`src/hdl/tss_pkg.sv`:
```
// shared types and constants of the triangle strip splitter
package tss_pkg;

  // result item codes
  typedef enum logic [1:0] {
    KIND_VERTEX    = 2'd0,
    KIND_STRIP_END = 2'd1,
    KIND_INPUT_END = 2'd2
  } kind_e;

  localparam int unsigned OUT_BITS   = 16;
  localparam int unsigned COUNT_BITS = 16;
  localparam int unsigned MAX_VERTS  = 4;

  localparam logic [COUNT_BITS-1:0] STRIP_MAX = '1;

  // seen_count codes
  localparam logic [1:0] SEEN_NONE = 2'd0;
  localparam logic [1:0] SEEN_ONE  = 2'd1;
  localparam logic [1:0] SEEN_TWO  = 2'd2;
  localparam logic [1:0] SEEN_FULL = 2'd3;

  // everything one input item asks the back end to emit
  typedef struct packed {
    logic [2:0]                          num_verts;
    logic [MAX_VERTS-1:0][OUT_BITS-1:0]  verts;
    logic                                close_strip;
    logic                                end_input;
    logic [COUNT_BITS-1:0]               total_before;
    logic [COUNT_BITS-1:0]               total_after;
  } run_t;

endpackage

```
`src/hdl/triangle_strip_splitter_core.sv`:
```
// A result passes through a run queue slot and then the output register on its way out.
// Throughput: one request per cycle while the run queue is not full; the back end
// issues one result per cycle while out_stall_i is low, one result of a run at a time.
// The run queue between front and back end (QUEUE_DEPTH runs) absorbs such bursts.
// Reset: asynchronous, active low; clears strip state, queue and output valid.
module triangle_strip_splitter_core
  import tss_pkg::*;
#(
  parameter int unsigned INDEX_BITS  = 16,
  parameter int unsigned QUEUE_DEPTH = 4
) (
  input  logic                  clk_i,
  input  logic                  rst_ni,
  input  logic                  in_valid_i,
  output logic                  in_stall_o,
  input  logic [15:0]           vertex_index_i,
  input  logic                  final_item_i,
  output logic                  out_valid_o,
  input  logic                  out_stall_i,
  output logic [1:0]            kind_o,
  output logic [OUT_BITS-1:0]   out_index_o,
  output logic [COUNT_BITS-1:0] strips_done_o,
  output logic                  last_of_run_o
);

  logic push;
  logic pop;
  logic q_full;
  logic q_valid;
  run_t push_run;
  run_t head_run;

  // request classification
  tss_front #(
    .INDEX_BITS(INDEX_BITS)
  ) u_front (
    .clk_i          (clk_i),
    .rst_ni         (rst_ni),
    .in_valid_i     (in_valid_i),
    .in_stall_o     (in_stall_o),
    .vertex_index_i (vertex_index_i),
    .final_item_i   (final_item_i),
    .q_full_i       (q_full),
    .push_o         (push),
    .run_o          (push_run)
  );

  // run queue
  tss_queue #(
    .DEPTH(QUEUE_DEPTH)
  ) u_queue (
    .clk_i       (clk_i),
    .rst_ni      (rst_ni),
    .push_i      (push),
    .push_data_i (push_run),
    .full_o      (q_full),
    .pop_i       (pop),
    .valid_o     (q_valid),
    .head_o      (head_run)
  );

  // result issue
  tss_back u_back (
    .clk_i         (clk_i),
    .rst_ni        (rst_ni),
    .q_valid_i     (q_valid),
    .head_i        (head_run),
    .pop_o         (pop),
    .out_valid_o   (out_valid_o),
    .out_stall_i   (out_stall_i),
    .kind_o        (kind_o),
    .out_index_o   (out_index_o),
    .strips_done_o (strips_done_o),
    .last_of_run_o (last_of_run_o)
  );

endmodule

```
`src/hdl/tss_front.sv`:
```
// front end: tracks the strip state across requests and turns each request into a run descriptor
module tss_front
  import tss_pkg::*;
#(
  parameter int unsigned INDEX_BITS = 16
) (
  input  logic                clk_i,
  input  logic                rst_ni,
  input  logic                in_valid_i,
  output logic                in_stall_o,
  input  logic [15:0]         vertex_index_i,
  input  logic                final_item_i,
  input  logic                q_full_i,
  output logic                push_o,
  output run_t                run_o
);

  logic [INDEX_BITS-1:0] older_q, older_d;
  logic [INDEX_BITS-1:0] newer_q, newer_d;
  logic                  parity_q, parity_d;
  logic [1:0]            seen_q, seen_d;
  logic                  open_q, open_d;
  logic [COUNT_BITS-1:0] total_q, total_d;

  logic [INDEX_BITS-1:0] idx_c;
  logic                  accept;
  logic                  nondeg;
  logic                  want_push;
  logic [COUNT_BITS-1:0] total_inc;
  run_t                  run;

  assign in_stall_o = q_full_i;
  assign accept     = in_valid_i & ~q_full_i;
  assign idx_c      = INDEX_BITS'(vertex_index_i);
  assign nondeg     = (older_q != newer_q) && (newer_q != idx_c) && (idx_c != older_q);
  assign total_inc  = (total_q == STRIP_MAX) ? total_q : total_q + COUNT_BITS'(1);

  // next state and run descriptor
  always_comb begin
    older_d   = older_q;
    newer_d   = newer_q;
    parity_d  = parity_q;
    seen_d    = seen_q;
    open_d    = open_q;
    total_d   = total_q;
    run       = '0;
    run.total_before = total_q;
    run.total_after  = total_inc;
    want_push = 1'b0;

    if (seen_q != SEEN_FULL && final_item_i) begin
      // short input passes through as one strip
      case (seen_q)
        SEEN_TWO: begin
          run.verts[0]  = OUT_BITS'(older_q);
          run.verts[1]  = OUT_BITS'(newer_q);
          run.verts[2]  = OUT_BITS'(idx_c);
          run.num_verts = 3'd3;
        end
        SEEN_ONE: begin
          run.verts[0]  = OUT_BITS'(newer_q);
          run.verts[1]  = OUT_BITS'(idx_c);
          run.num_verts = 3'd2;
        end
        default: begin
          run.verts[0]  = OUT_BITS'(idx_c);
          run.num_verts = 3'd1;
        end
      endcase
      run.close_strip = 1'b1;
      run.end_input   = 1'b1;
      want_push       = 1'b1;
      older_d  = '0;
      newer_d  = '0;
      parity_d = 1'b0;
      seen_d   = SEEN_NONE;
      open_d   = 1'b0;
      total_d  = '0;
    end else if (seen_q == SEEN_NONE || seen_q == SEEN_ONE) begin
      // prime the first two corners
      older_d = newer_q;
      newer_d = idx_c;
      seen_d  = seen_q + 2'd1;
    end else begin
      // full triangle
      if (nondeg) begin
        if (!open_q) begin
          run.verts[0] = OUT_BITS'(older_q);
          if (parity_q) begin
            run.verts[1]  = OUT_BITS'(older_q);
            run.verts[2]  = OUT_BITS'(newer_q);
            run.verts[3]  = OUT_BITS'(idx_c);
            run.num_verts = 3'd4;
          end else begin
            run.verts[1]  = OUT_BITS'(newer_q);
            run.verts[2]  = OUT_BITS'(idx_c);
            run.num_verts = 3'd3;
          end
          open_d = 1'b1;
        end else begin
          run.verts[0]  = OUT_BITS'(idx_c);
          run.num_verts = 3'd1;
        end
      end else if (open_q) begin
        run.close_strip = 1'b1;
        open_d          = 1'b0;
      end
      older_d  = newer_q;
      newer_d  = idx_c;
      parity_d = ~parity_q;
      seen_d   = SEEN_FULL;
      if (run.close_strip) begin
        total_d = total_inc;
      end
      if (final_item_i) begin
        // close what is still open and mark end of input
        if (open_d) begin
          run.close_strip = 1'b1;
        end
        run.end_input = 1'b1;
        older_d  = '0;
        newer_d  = '0;
        parity_d = 1'b0;
        seen_d   = SEEN_NONE;
        open_d   = 1'b0;
        total_d  = '0;
      end
      want_push = (run.num_verts != 3'd0) | run.close_strip | run.end_input;
    end
  end

  assign push_o = accept & want_push;
  assign run_o  = run;

  // strip state registers
  always_ff @(posedge clk_i or negedge rst_ni) begin
    if (!rst_ni) begin
      older_q  <= '0;
      newer_q  <= '0;
      parity_q <= 1'b0;
      seen_q   <= SEEN_NONE;
      open_q   <= 1'b0;
      total_q  <= '0;
    end else if (accept) begin
      older_q  <= older_d;
      newer_q  <= newer_d;
      parity_q <= parity_d;
      seen_q   <= seen_d;
      open_q   <= open_d;
      total_q  <= total_d;
    end
  end

endmodule

```
`src/hdl/tss_queue.sv`:
```
// small fall-through queue of run descriptors between front and back end
module tss_queue
  import tss_pkg::*;
#(
  parameter int unsigned DEPTH = 4
) (
  input  logic clk_i,
  input  logic rst_ni,
  input  logic push_i,
  input  run_t push_data_i,
  output logic full_o,
  input  logic pop_i,
  output logic valid_o,
  output run_t head_o
);

  localparam int unsigned PTR_BITS   = (DEPTH > 1) ? $clog2(DEPTH) : 1;
  localparam int unsigned COUNT_W    = $clog2(DEPTH + 1);
  localparam logic [PTR_BITS-1:0] LAST_SLOT = PTR_BITS'(DEPTH - 1);
  localparam logic [COUNT_W-1:0]  FULL_CNT  = COUNT_W'(DEPTH);

  run_t                slots_q [DEPTH];
  logic [PTR_BITS-1:0] wr_ptr_q, wr_ptr_d;
  logic [PTR_BITS-1:0] rd_ptr_q, rd_ptr_d;
  logic [COUNT_W-1:0]  count_q, count_d;
  logic                do_push;
  logic                do_pop;

  assign full_o  = (count_q == FULL_CNT);
  assign valid_o = (count_q != '0);
  assign head_o  = slots_q[rd_ptr_q];
  assign do_push = push_i & ~full_o;
  assign do_pop  = pop_i & valid_o;

  // pointer and fill count update
  always_comb begin
    wr_ptr_d = wr_ptr_q;
    rd_ptr_d = rd_ptr_q;
    count_d  = count_q;
    if (do_push) begin
      wr_ptr_d = (wr_ptr_q == LAST_SLOT) ? '0 : wr_ptr_q + PTR_BITS'(1);
    end
    if (do_pop) begin
      rd_ptr_d = (rd_ptr_q == LAST_SLOT) ? '0 : rd_ptr_q + PTR_BITS'(1);
    end
    case ({do_push, do_pop})
      2'b10:   count_d = count_q + COUNT_W'(1);
      2'b01:   count_d = count_q - COUNT_W'(1);
      default: count_d = count_q;
    endcase
  end

  always_ff @(posedge clk_i or negedge rst_ni) begin
    if (!rst_ni) begin
      wr_ptr_q <= '0;
      rd_ptr_q <= '0;
      count_q  <= '0;
    end else begin
      wr_ptr_q <= wr_ptr_d;
      rd_ptr_q <= rd_ptr_d;
      count_q  <= count_d;
    end
  end

  // slot storage
  always_ff @(posedge clk_i) begin
    if (do_push) begin
      slots_q[wr_ptr_q] <= push_data_i;
    end
  end

endmodule

```
`src/hdl/tss_back.sv`:
```
// back end: walks one run descriptor and issues its results into the output register
module tss_back
  import tss_pkg::*;
(
  input  logic                  clk_i,
  input  logic                  rst_ni,
  input  logic                  q_valid_i,
  input  run_t                  head_i,
  output logic                  pop_o,
  output logic                  out_valid_o,
  input  logic                  out_stall_i,
  output logic [1:0]            kind_o,
  output logic [OUT_BITS-1:0]   out_index_o,
  output logic [COUNT_BITS-1:0] strips_done_o,
  output logic                  last_of_run_o
);

  logic [2:0]            pos_q, pos_d;
  logic                  valid_q, valid_d;
  kind_e                 kind_q, kind_d;
  logic [OUT_BITS-1:0]   index_q, index_d;
  logic [COUNT_BITS-1:0] strips_q, strips_d;
  logic                  last_q, last_d;

  logic [2:0]            num_results;
  logic                  load;

  assign num_results = head_i.num_verts + {2'b00, head_i.close_strip}
                     + {2'b00, head_i.end_input};
  assign load        = q_valid_i & (~valid_q | ~out_stall_i);

  // pick the result at the current position of the run
  always_comb begin
    last_d = (pos_q == num_results - 3'd1);
    if (pos_q < head_i.num_verts) begin
      kind_d   = KIND_VERTEX;
      index_d  = head_i.verts[pos_q[1:0]];
      strips_d = head_i.total_before;
    end else if (head_i.close_strip && pos_q == head_i.num_verts) begin
      kind_d   = KIND_STRIP_END;
      index_d  = '0;
      strips_d = head_i.total_after;
    end else begin
      kind_d   = KIND_INPUT_END;
      index_d  = '0;
      strips_d = head_i.close_strip ? head_i.total_after : head_i.total_before;
    end
    pos_d   = load ? (last_d ? 3'd0 : pos_q + 3'd1) : pos_q;
    valid_d = load ? 1'b1 : (out_stall_i ? valid_q : 1'b0);
  end

  assign pop_o = load & last_d;

  // position and output valid
  always_ff @(posedge clk_i or negedge rst_ni) begin
    if (!rst_ni) begin
      pos_q   <= 3'd0;
      valid_q <= 1'b0;
    end else begin
      pos_q   <= pos_d;
      valid_q <= valid_d;
    end
  end

  // output payload
  always_ff @(posedge clk_i) begin
    if (load) begin
      kind_q   <= kind_d;
      index_q  <= index_d;
      strips_q <= strips_d;
      last_q   <= last_d;
    end
  end

  assign out_valid_o   = valid_q;
  assign kind_o        = kind_q;
  assign out_index_o   = index_q;
  assign strips_done_o = strips_q;
  assign last_of_run_o = last_q;

endmodule

```
`config.mk`:
```
export PLATFORM = sky130hd
export DESIGN_NAME = triangle_strip_splitter_core
export DESIGN_NICKNAME = d
export VERILOG_FILES = /design/src/hdl/tss_pkg.sv /design/src/hdl/triangle_strip_splitter_core.sv /design/src/hdl/tss_front.sv /design/src/hdl/tss_queue.sv /design/src/hdl/tss_back.sv
export SDC_FILE = /design/constraint.sdc
export NUM_CORES = 1
export LEC_CHECK = 0
export CAP_MARGIN = 20
export CORE_ASPECT_RATIO = 0.7
export CORE_MARGIN = 2
export CORE_UTILIZATION = 40
export DETAILED_ROUTE_END_ITERATION = 10
export DONT_BUFFER_PORTS = 1
export GPL_TIMING_DRIVEN = 0
export PLACE_DENSITY = 0.52
export SKIP_LAST_GASP = 1
export SLEW_MARGIN = 15
export SYNTH_ARGS = -nofsm -noshare
export SYNTH_HDL_FRONTEND = slang
export SYNTH_SLANG_ARGS = --single-unit
export TNS_END_PERCENT = 50
```
`constraint.sdc`:
```
create_clock -name clk_i -period 11.5 [get_ports clk_i]
set_input_delay 2.3 -clock clk_i [delete_from_list [all_inputs] [get_ports clk_i]]
set_output_delay 2.3 -clock clk_i [all_outputs]
set_load 0.01 [all_outputs]
```
# [After elaboration in Yosys (flattened, before gate mapping)]
# Memory sizes are Yosys's and may differ from the RTL's.
# Index checks and enable logic that the tools add are counted.
[op_classes] magnitude_cmp=2 eq_ne=16 n_addsub=10 reduce_logical=12 n_bitwise=13 muxes=64
[ops] operator="2-to-1 mux 16 bit" count=19
[ops] operator="2-to-1 mux 67 bit" count=3
[ops] operator="2-to-1 mux 69 bit" count=1
[ops] operator="case mux 16 bit (2 select lines)" count=2
[ops] operator="2-to-1 mux 50 bit" count=1
[ops] operator="2-to-1 mux 48 bit" count=1
[ops] operator="!= test 16 bit" count=3
[ops] operator="binary-select mux 16 bit (select 2 bit)" count=1
[ops] operator="2-to-1 mux 32 bit" count=1
[ops] operator="2-to-1 mux 1 bit" count=20
[ops] operator="2-to-1 mux 2 bit" count=9
[ops] operator="adder 16 x 1 -> 16 bit, second input constant" count=1
[ops] operator="equality test 16 bit, second input constant" count=1
[ops] operator="2-to-1 mux 3 bit" count=4
[ops] operator="nonzero test 3 bit" count=3
[ops] operator="equality test 2 bit, second input constant" count=4
[ops] operator="adder 2 x 1 -> 2 bit, second input constant" count=3
[ops] operator="adder 3 x 1 -> 3 bit" count=2
[ops] operator="adder 3 x 1 -> 3 bit, second input constant" count=2
[ops] operator="bitwise AND 1 bit" count=6
[ops] operator="equality test 3 bit" count=2
[ops] operator="case mux 3 bit (2 select lines)" count=1
[ops] operator="subtractor 3 x 1 -> 3 bit, second input constant" count=2
[ops] operator="equality test 2 x 1 -> 1 bit, second input constant" count=2
[ops] operator="14 further kinds" count=23
[word_totals] ff_bits=98 out_inout_bits=37 elab_cells=133 memories=1 ramBits=404
[mem_list] memory="u_queue.slots_q" words=4 width=101 read_ports=1 rd_clocked_by_memory_dff=0 write_ports=1 line="tss_queue.sv:22" text="run_t slots_q [DEPTH];"

# [Longest topological paths before layout]
[logic_depth] ltp_word=18 ltp_mapped=19 depth_no_buf=16

# [Cells and area by module]
# From an unflattened synthesis, not the netlist that was laid out.
[unflattened] hier_cells=1317 area_unflattened_um2=22252.6
[modules_own_cells] mod="tss_queue" n_inst=1 cells_per_inst=568 seq_area_each_um2=12306.8 area_each_um2=15085.7
[modules_own_cells] mod="tss_front" n_inst=1 cells_per_inst=615 seq_area_each_um2=1301.2 area_each_um2=4943.5
[modules_own_cells] mod="tss_back" n_inst=1 cells_per_inst=134 seq_area_each_um2=1151.1 area_each_um2=2223.4

# [Worst setup path after synthesis]
# OpenSTA, ideal clock, no wires.
[synth_timing] path_type="input -> register" start="input vertex_index_i[14]" end="memory u_queue.slots_q[0][0] (netlist bit) (enable)" setup_slack_ps=5339 path_buffers=1 stages=7 arrival_time_ps=5689 path_cell_list="buf_2 -> xor2_1 -> nor4_1 -> nand4_1 -> nand3_2 -> a21oi_1 -> and2_1"
[synth_between] elab_chain_cells=18 word_cells_on_any_way=26
[synth_lines] item="start, declared" line="triangle_strip_splitter_core.sv:16" text="input logic [15:0] vertex_index_i,"
[synth_lines] item="!= test 16 bit" line="tss_front.sv:35" text="assign nondeg = (older_q != newer_q) && (newer_q != idx_c) && (idx_c != older_q);"
[synth_lines] item="logical AND 1 bit" line="tss_front.sv:35"
[synth_lines] item="logical AND 1 bit *" line="tss_front.sv:35"
[synth_lines] item="2-to-1 mux 1 bit" line="tss_front.sv:86" text="if (nondeg) begin"
[synth_lines] item="2-to-1 mux 1 bit" line="tss_front.sv:79" text="end else if (seen_q == SEEN_NONE || seen_q == SEEN_ONE) begin"
[synth_lines] item="2-to-1 mux 1 bit" line="tss_front.sv:51" text="if (seen_q != SEEN_FULL && final_item_i) begin"
[synth_lines] item="2-to-1 mux 1 bit" line="tss_front.sv:117" text="if (open_d) begin"
[synth_lines] item="2-to-1 mux 2 bit" line="tss_front.sv:115" text="if (final_item_i) begin"
[synth_lines] item="2-to-1 mux 2 bit" line="tss_front.sv:79"
[synth_lines] item="2-to-1 mux 2 bit" line="tss_front.sv:51"
[synth_lines] item="bitwise OR 1 bit * (2 in series)" line="tss_front.sv:128" text="want_push = (run.num_verts != 3'd0) | run.close_strip | run.end_input;"
[synth_lines] item="2-to-1 mux 1 bit *" line="tss_front.sv:79"
[synth_lines] item="2-to-1 mux 1 bit *" line="tss_front.sv:51"
[synth_lines] item="bitwise AND 1 bit *" line="tss_front.sv:132" text="assign push_o = accept & want_push;"
[synth_lines] item="bitwise AND 1 bit *" line="tss_queue.sv:32" text="assign do_push = push_i & ~full_o;"
[synth_lines] item="2-to-1 mux 1 bit *" line="tss_queue.sv:67" text="if (do_push) begin"
[synth_lines] item="2-to-1 mux 1 bit (implied by the code) *" line="tss_queue.sv:68" text="slots_q[wr_ptr_q] <= push_data_i;"
[synth_lines] item="end, declared" line="tss_queue.sv:22"
# Every way passes the cells marked *; elsewhere a longest branch is shown, timed or not. The select of a mux whose other input is x is not followed.

# [Worst setup path in the final report]
[layout_timing] start="register u_queue.rd_ptr_q[1]" end="register u_queue.count_q[2]"
[layout_between] elab_chain_cells=9 word_cells_on_any_way=11
[layout_lines] item="start, declared" line="tss_queue.sv:24" text="logic [PTR_BITS-1:0] rd_ptr_q, rd_ptr_d;"
[layout_lines] item="start signal, assigned" line="tss_queue.sv:60" text="rd_ptr_q <= rd_ptr_d;"
[layout_lines] item="memory (4 x 101 bit) *"
[layout_lines] item="adder 3 x 1 -> 3 bit" line="tss_back.sv:28" text="assign num_results = head_i.num_verts + {2'b00, head_i.close_strip}"
[layout_lines] item="adder 3 x 1 -> 3 bit *" line="tss_back.sv:29" text="+ {2'b00, head_i.end_input};"
[layout_lines] item="subtractor 3 x 1 -> 3 bit *" line="tss_back.sv:34" text="last_d = (pos_q == num_results - 3'd1);"
[layout_lines] item="equality test 3 bit *" line="tss_back.sv:34"
[layout_lines] item="bitwise AND 1 bit *" line="tss_back.sv:52" text="assign pop_o = load & last_d;"
[layout_lines] item="bitwise AND 1 bit *" line="tss_queue.sv:33" text="assign do_pop = pop_i & valid_o;"
[layout_lines] item="named net u_queue.do_pop" line="tss_queue.sv:27" text="logic do_pop;"
[layout_lines] item="equality test 2 x 1 -> 1 bit or equality test 2 bit (tied branches)" line="tss_queue.sv:46" text="case ({do_push, do_pop})"
[layout_lines] item="case mux 3 bit (2 select lines) or nonzero test 2 bit (tied branches)"
[layout_lines] item="end signal, assigned" line="tss_queue.sv:61" text="count_q <= count_d;"
[layout_lines] item="end, declared" line="tss_queue.sv:25" text="logic [COUNT_W-1:0] count_q, count_d;"
# The timed path passes the listed nets; every way through them passes the cells marked *.
# A chain may end at the register's enable or synchronous reset.

==> load_flow_metrics.sql <==
INSERT INTO impl_metrics (metric_group, metric, value, unit) VALUES
('outcome', 'outcome', 'finished clean', ''),
('hold_path', 'terminating_pin_of_the_worst_hold_path', 'u_queue.count_q[2]', ''),
('clock_network', 'cts-htree-levels', '2', ''),
('setup_path', 'worstPathMaxFanout', '10', ''),
('setup_path', 'crit_path_start_kind', 'flip-flop', ''),
('yosys', 'synth.avg_cell_area', '17.48', 'µm²'),
('timing', 'fin_crit_share', '46.86', '%'),
('route', 'drcViolationCount', '0', ''),
('hold_path', 'hold_start', 'u_queue.count_q[2]', ''),
('placement', 'detailed_place_hpwl', '36100', 'µm'),
('clock_network', 'worstSkewPairLatency', '0.60', 'ns'),
('timing', 'fin_hold_ws', '0.4916', 'ns'),
('yosys', 'netlist_area', '21660', 'µm²'),
('clock_network', 'clockRootBuffer', 'clkbuf_16', ''),
('timing', 'setup-tns-final', '0', 'ns'),
('setup_path', 'endpoint_kind', 'flip-flop', ''),
('power', 'powerDensity', '282.0', 'nW/µm²'),
('route', 'drtAntennaViolNets', '0', ''),
('route', 'drt_iter0_drc', '1296', ''),
('placement', 'cell_area_reported_after_detailed_placement', '22900', 'µm²'),
('cells_and_area', 'multi_input_comb_area', '6299', 'µm²'),
('cells_and_area', 'syn_to_final_growth', '13.65', '%'),
('route', 'dr_total_vias', '11680', ''),
('yosys', 'post-synth-top-area-cell', 'edfxtp_1', ''),
('timing', 'max_slew.worst_pin.slew', '1.072', 'ns'),
('cells_and_area', 'layout-drive-gt1-share', '23.85', '%'),
('yosys', 'dominantRegCellSynth', 'edfxtp_1', ''),
('yosys', 'synth_top_area_share', '60.86', '%'),
('global_route', 'grt-ovfl-total', '0', ''),
('clock_network', 'post-cts-setup-buffers', '0', ''),
('clock_network', 'cts.sink_count', '502', ''),
('clock_network', 'cts_inserted_buffers', '51', ''),
('setup_path', 'logic_depth_of_the_worst_register_to_register_path', '18', ''),
('route', 'routed_wirelength_normalized_by_instance_count', '26.32', 'µm'),
('timing', 'slew_violations', '0', ''),
('timing', 'finalSetupViolCount', '0', ''),
('job', 'maxCapViolations', '0', ''),
('setup_path', 'timing.critical_path.required', '12.01', 'ns'),
('yosys', 'synth-edff-count', '439', ''),
('route', 'drt-total-wl', '54750', 'µm'),
('timing', 'finClkSkew', '0.02745', 'ns'),
('clock_network', 'cts_resized', '0', ''),
('die', 'io-pin-count', '58', ''),
('timing', 'layout_min_cycle_time', '5.389', 'ns'),
('timing', 'worst_slew_margin_rel', '28.35', '%'),
('clock_network', 'cts.clk_slew.worst_paths', '0.06', 'ns'),
('global_route', 'grt_usage', '19.97', '%'),
('setup_path', 'r2r-start', 'u_queue.rd_ptr_q[1]', ''),
('yosys', 'synthArstFlopShare', '12.55', '%'),
('hold_path', 'hold_depth', '1', ''),
('cells_and_area', 'area_occupied_by_registers', '14760', 'µm²'),
('cells_and_area', 'stdcell_area', '24620', 'µm²'),
('global_route', 'grt_antenna_before_repair', '1', ''),
('setup_path', 'arrival', '5.90', 'ns'),
('yosys', 'synth.lib_cells_used.distinct', '60', ''),
('setup_path', 'regToRegSetupSlack', '6.11', 'ns'),
('clock_network', 'tritoncts_clock_tree', 'built', ''),
('yosys', 'mappedNetlistNets', '1280', ''),
('yosys', 'count_of_warnings_emitted_by_yosys', '0', ''),
('clock_network', 'hold_bufs_inserted_after_cts', '0', ''),
('timing', 'hold_viol_final', '0', ''),
('cells_and_area', 'postLayoutCoreUtil', '45.95', '%'),
('die', 'die_w', '282.1', 'µm'),
('global_route', 'vias_in_the_first_global_route', '11530', ''),
('cells_and_area', 'num-fill-cells', '4577', ''),
('timing', 'rsz0062_at_grt', 'no', ''),
('die', 'core_footprint', '53570', 'µm²'),
('placement', 'gpl.final_weighted_congestion', '0.8820', ''),
('cells_and_area', 'antenna_cells_inserted', '0', ''),
('route', 'detailed_routing_iteration_count_for_the_pre_antenna_repair_pass', '5', ''),
('power', 'static-leakage-power', '8.581', 'nW');
-- power by group --
group          internal, mW  total (mW)  switching (mW)  leakage, nW
clock                 0.982        1.70           0.716        0.829
sequential             2.59        2.75           0.159         4.91
combinational          1.02        2.50            1.48         2.84
total                  4.59        6.94            2.35         8.58
-- cell families after synthesis --
logic type | Yosys count | share of synthesized area, %
fa+ha+maj | 20 | 1.225
compound gates | 162 | 5.684
mux | 164 | 14.45
flops | 502 | 68.14
buf+inv | 137 | 2.877
simple gates | 188 | 4.951
xor+xnor | 66 | 2.669
-- layer usage --
metal  global-route usage (%)  vias up  part of all wire (%)
met3                    4.193       75                   6.8
met1                    31.74     6184                    49
met2                    27.64      349                    42
met4                    5.115        2                   2.1
met5                        0        -                 0.027
li1                         -     5073                     -
-- registers in the layout, summed over array words and instances (netlist names) --
signal / flops
u_front.older_q: 16
u_back.last_of_run_o: 1
u_front.seen_q: 2
u_front.open_q: 1
u_back.pos_q: 3
u_front.parity_q: 1
u_queue.rd_ptr_q: 2
u_queue.wr_ptr_q: 2
u_back.out_valid_o: 1
u_queue.count_q: 3
u_front.newer_q: 16
u_queue.slots_q: 404
u_back.strips_done_o: 16
u_front.total_q: 16
u_back.out_index_o: 16
u_back.kind_o: 2
-- metrics by stage --
stage,total power [mW],std cells,worst slack [ns]
final,6.941,2080,6.111
after global routing,7.285,2080,5.845
after detailed placement,5.300,1983,5.986
after global placement,5.224,1969,2.784
after floorplan,4.415,1239,5.339
after CTS,7.011,2079,5.979
-- layout by cell type, fill, tap and decap left out, types with 18 or more instances in the layout --
cell,count
mux4_2,117
o21ai_0,24
clkbuf_16,52
nand2_1,39
nor2b_1,24
dfrtp_1,63
ha_1,18
a22oi_1,20
o22ai_1,21
buf_2,65
a22o_1,55
inv_1,24
clkbuf_1,46
nor4_1,18
mux2i_1,27
xor2_1,52
and2_1,29
edfxtp_1,439
-- how the worst max path moves through the flow --
stage,startpoint,to,cells past startpoint
2_1_floorplan,vertex_index_i[14],u_queue.slots_q[0][0],7
3_3_place_gp,out_stall_i,u_queue.count_q[2],8
3_5_place_dp,vertex_index_i[11],u_queue.slots_q[0][87],9
4_1_cts,u_queue.rd_ptr_q[1],u_queue.count_q[2],18
5_1_grt,u_queue.rd_ptr_q[1],u_queue.count_q[2],18
6_report,u_queue.rd_ptr_q[1],u_queue.count_q[2],18
-- critical path, stage by stage, from the launching register on --
cell     delay [ns]
dfrtp_1        0.37
buf_2          0.33
buf_1          0.75
mux4_2         0.40
inv_1          0.05
ha_1           0.26
inv_1          0.04
ha_1           0.19
fa_1           0.44
xor2_1         0.18
xnor2_1        0.17
nand3_1        0.21
nor2b_1        0.70
ha_1           0.31
inv_1          0.06
fa_1           0.37
xor2_1         0.15
nor2_1         0.12
xor2_1         0.16
-- layout make-up --
class | count | share of cell area (%)
clock inverters | 31 | 1.352
well taps | 730 | 3.710
repair buffers | 15 | 1.286
inverters | 25 | 0.3812
clock buffers | 65 | 5.566
plain buffers | 112 | 2.160
multi-input cells | 600 | 25.59
flip-flops and latches | 502 | 59.96
-- cells in the mapped netlist, types with 9 or more instances --
master and n:
edfxtp_1 439, mux4_2 117, buf_2 64, dfrtp_1 63, a22o_1 55, xor2_1 52, nand2_1 39, clkbuf_1 36
and2_1 33, mux2i_1 27, inv_1 24, nor2b_1 24, o21ai_0 24, o22ai_1 21, a22oi_1 20, ha_1 18
nor4_1 18, nor2_1 17, mux2_2 16, xnor2_1 14, a221o_1 12, nand3_1 12, a21oi_1 9, nand4_1 9
nor3_1 9
Power figures use the tool's default switching activity.
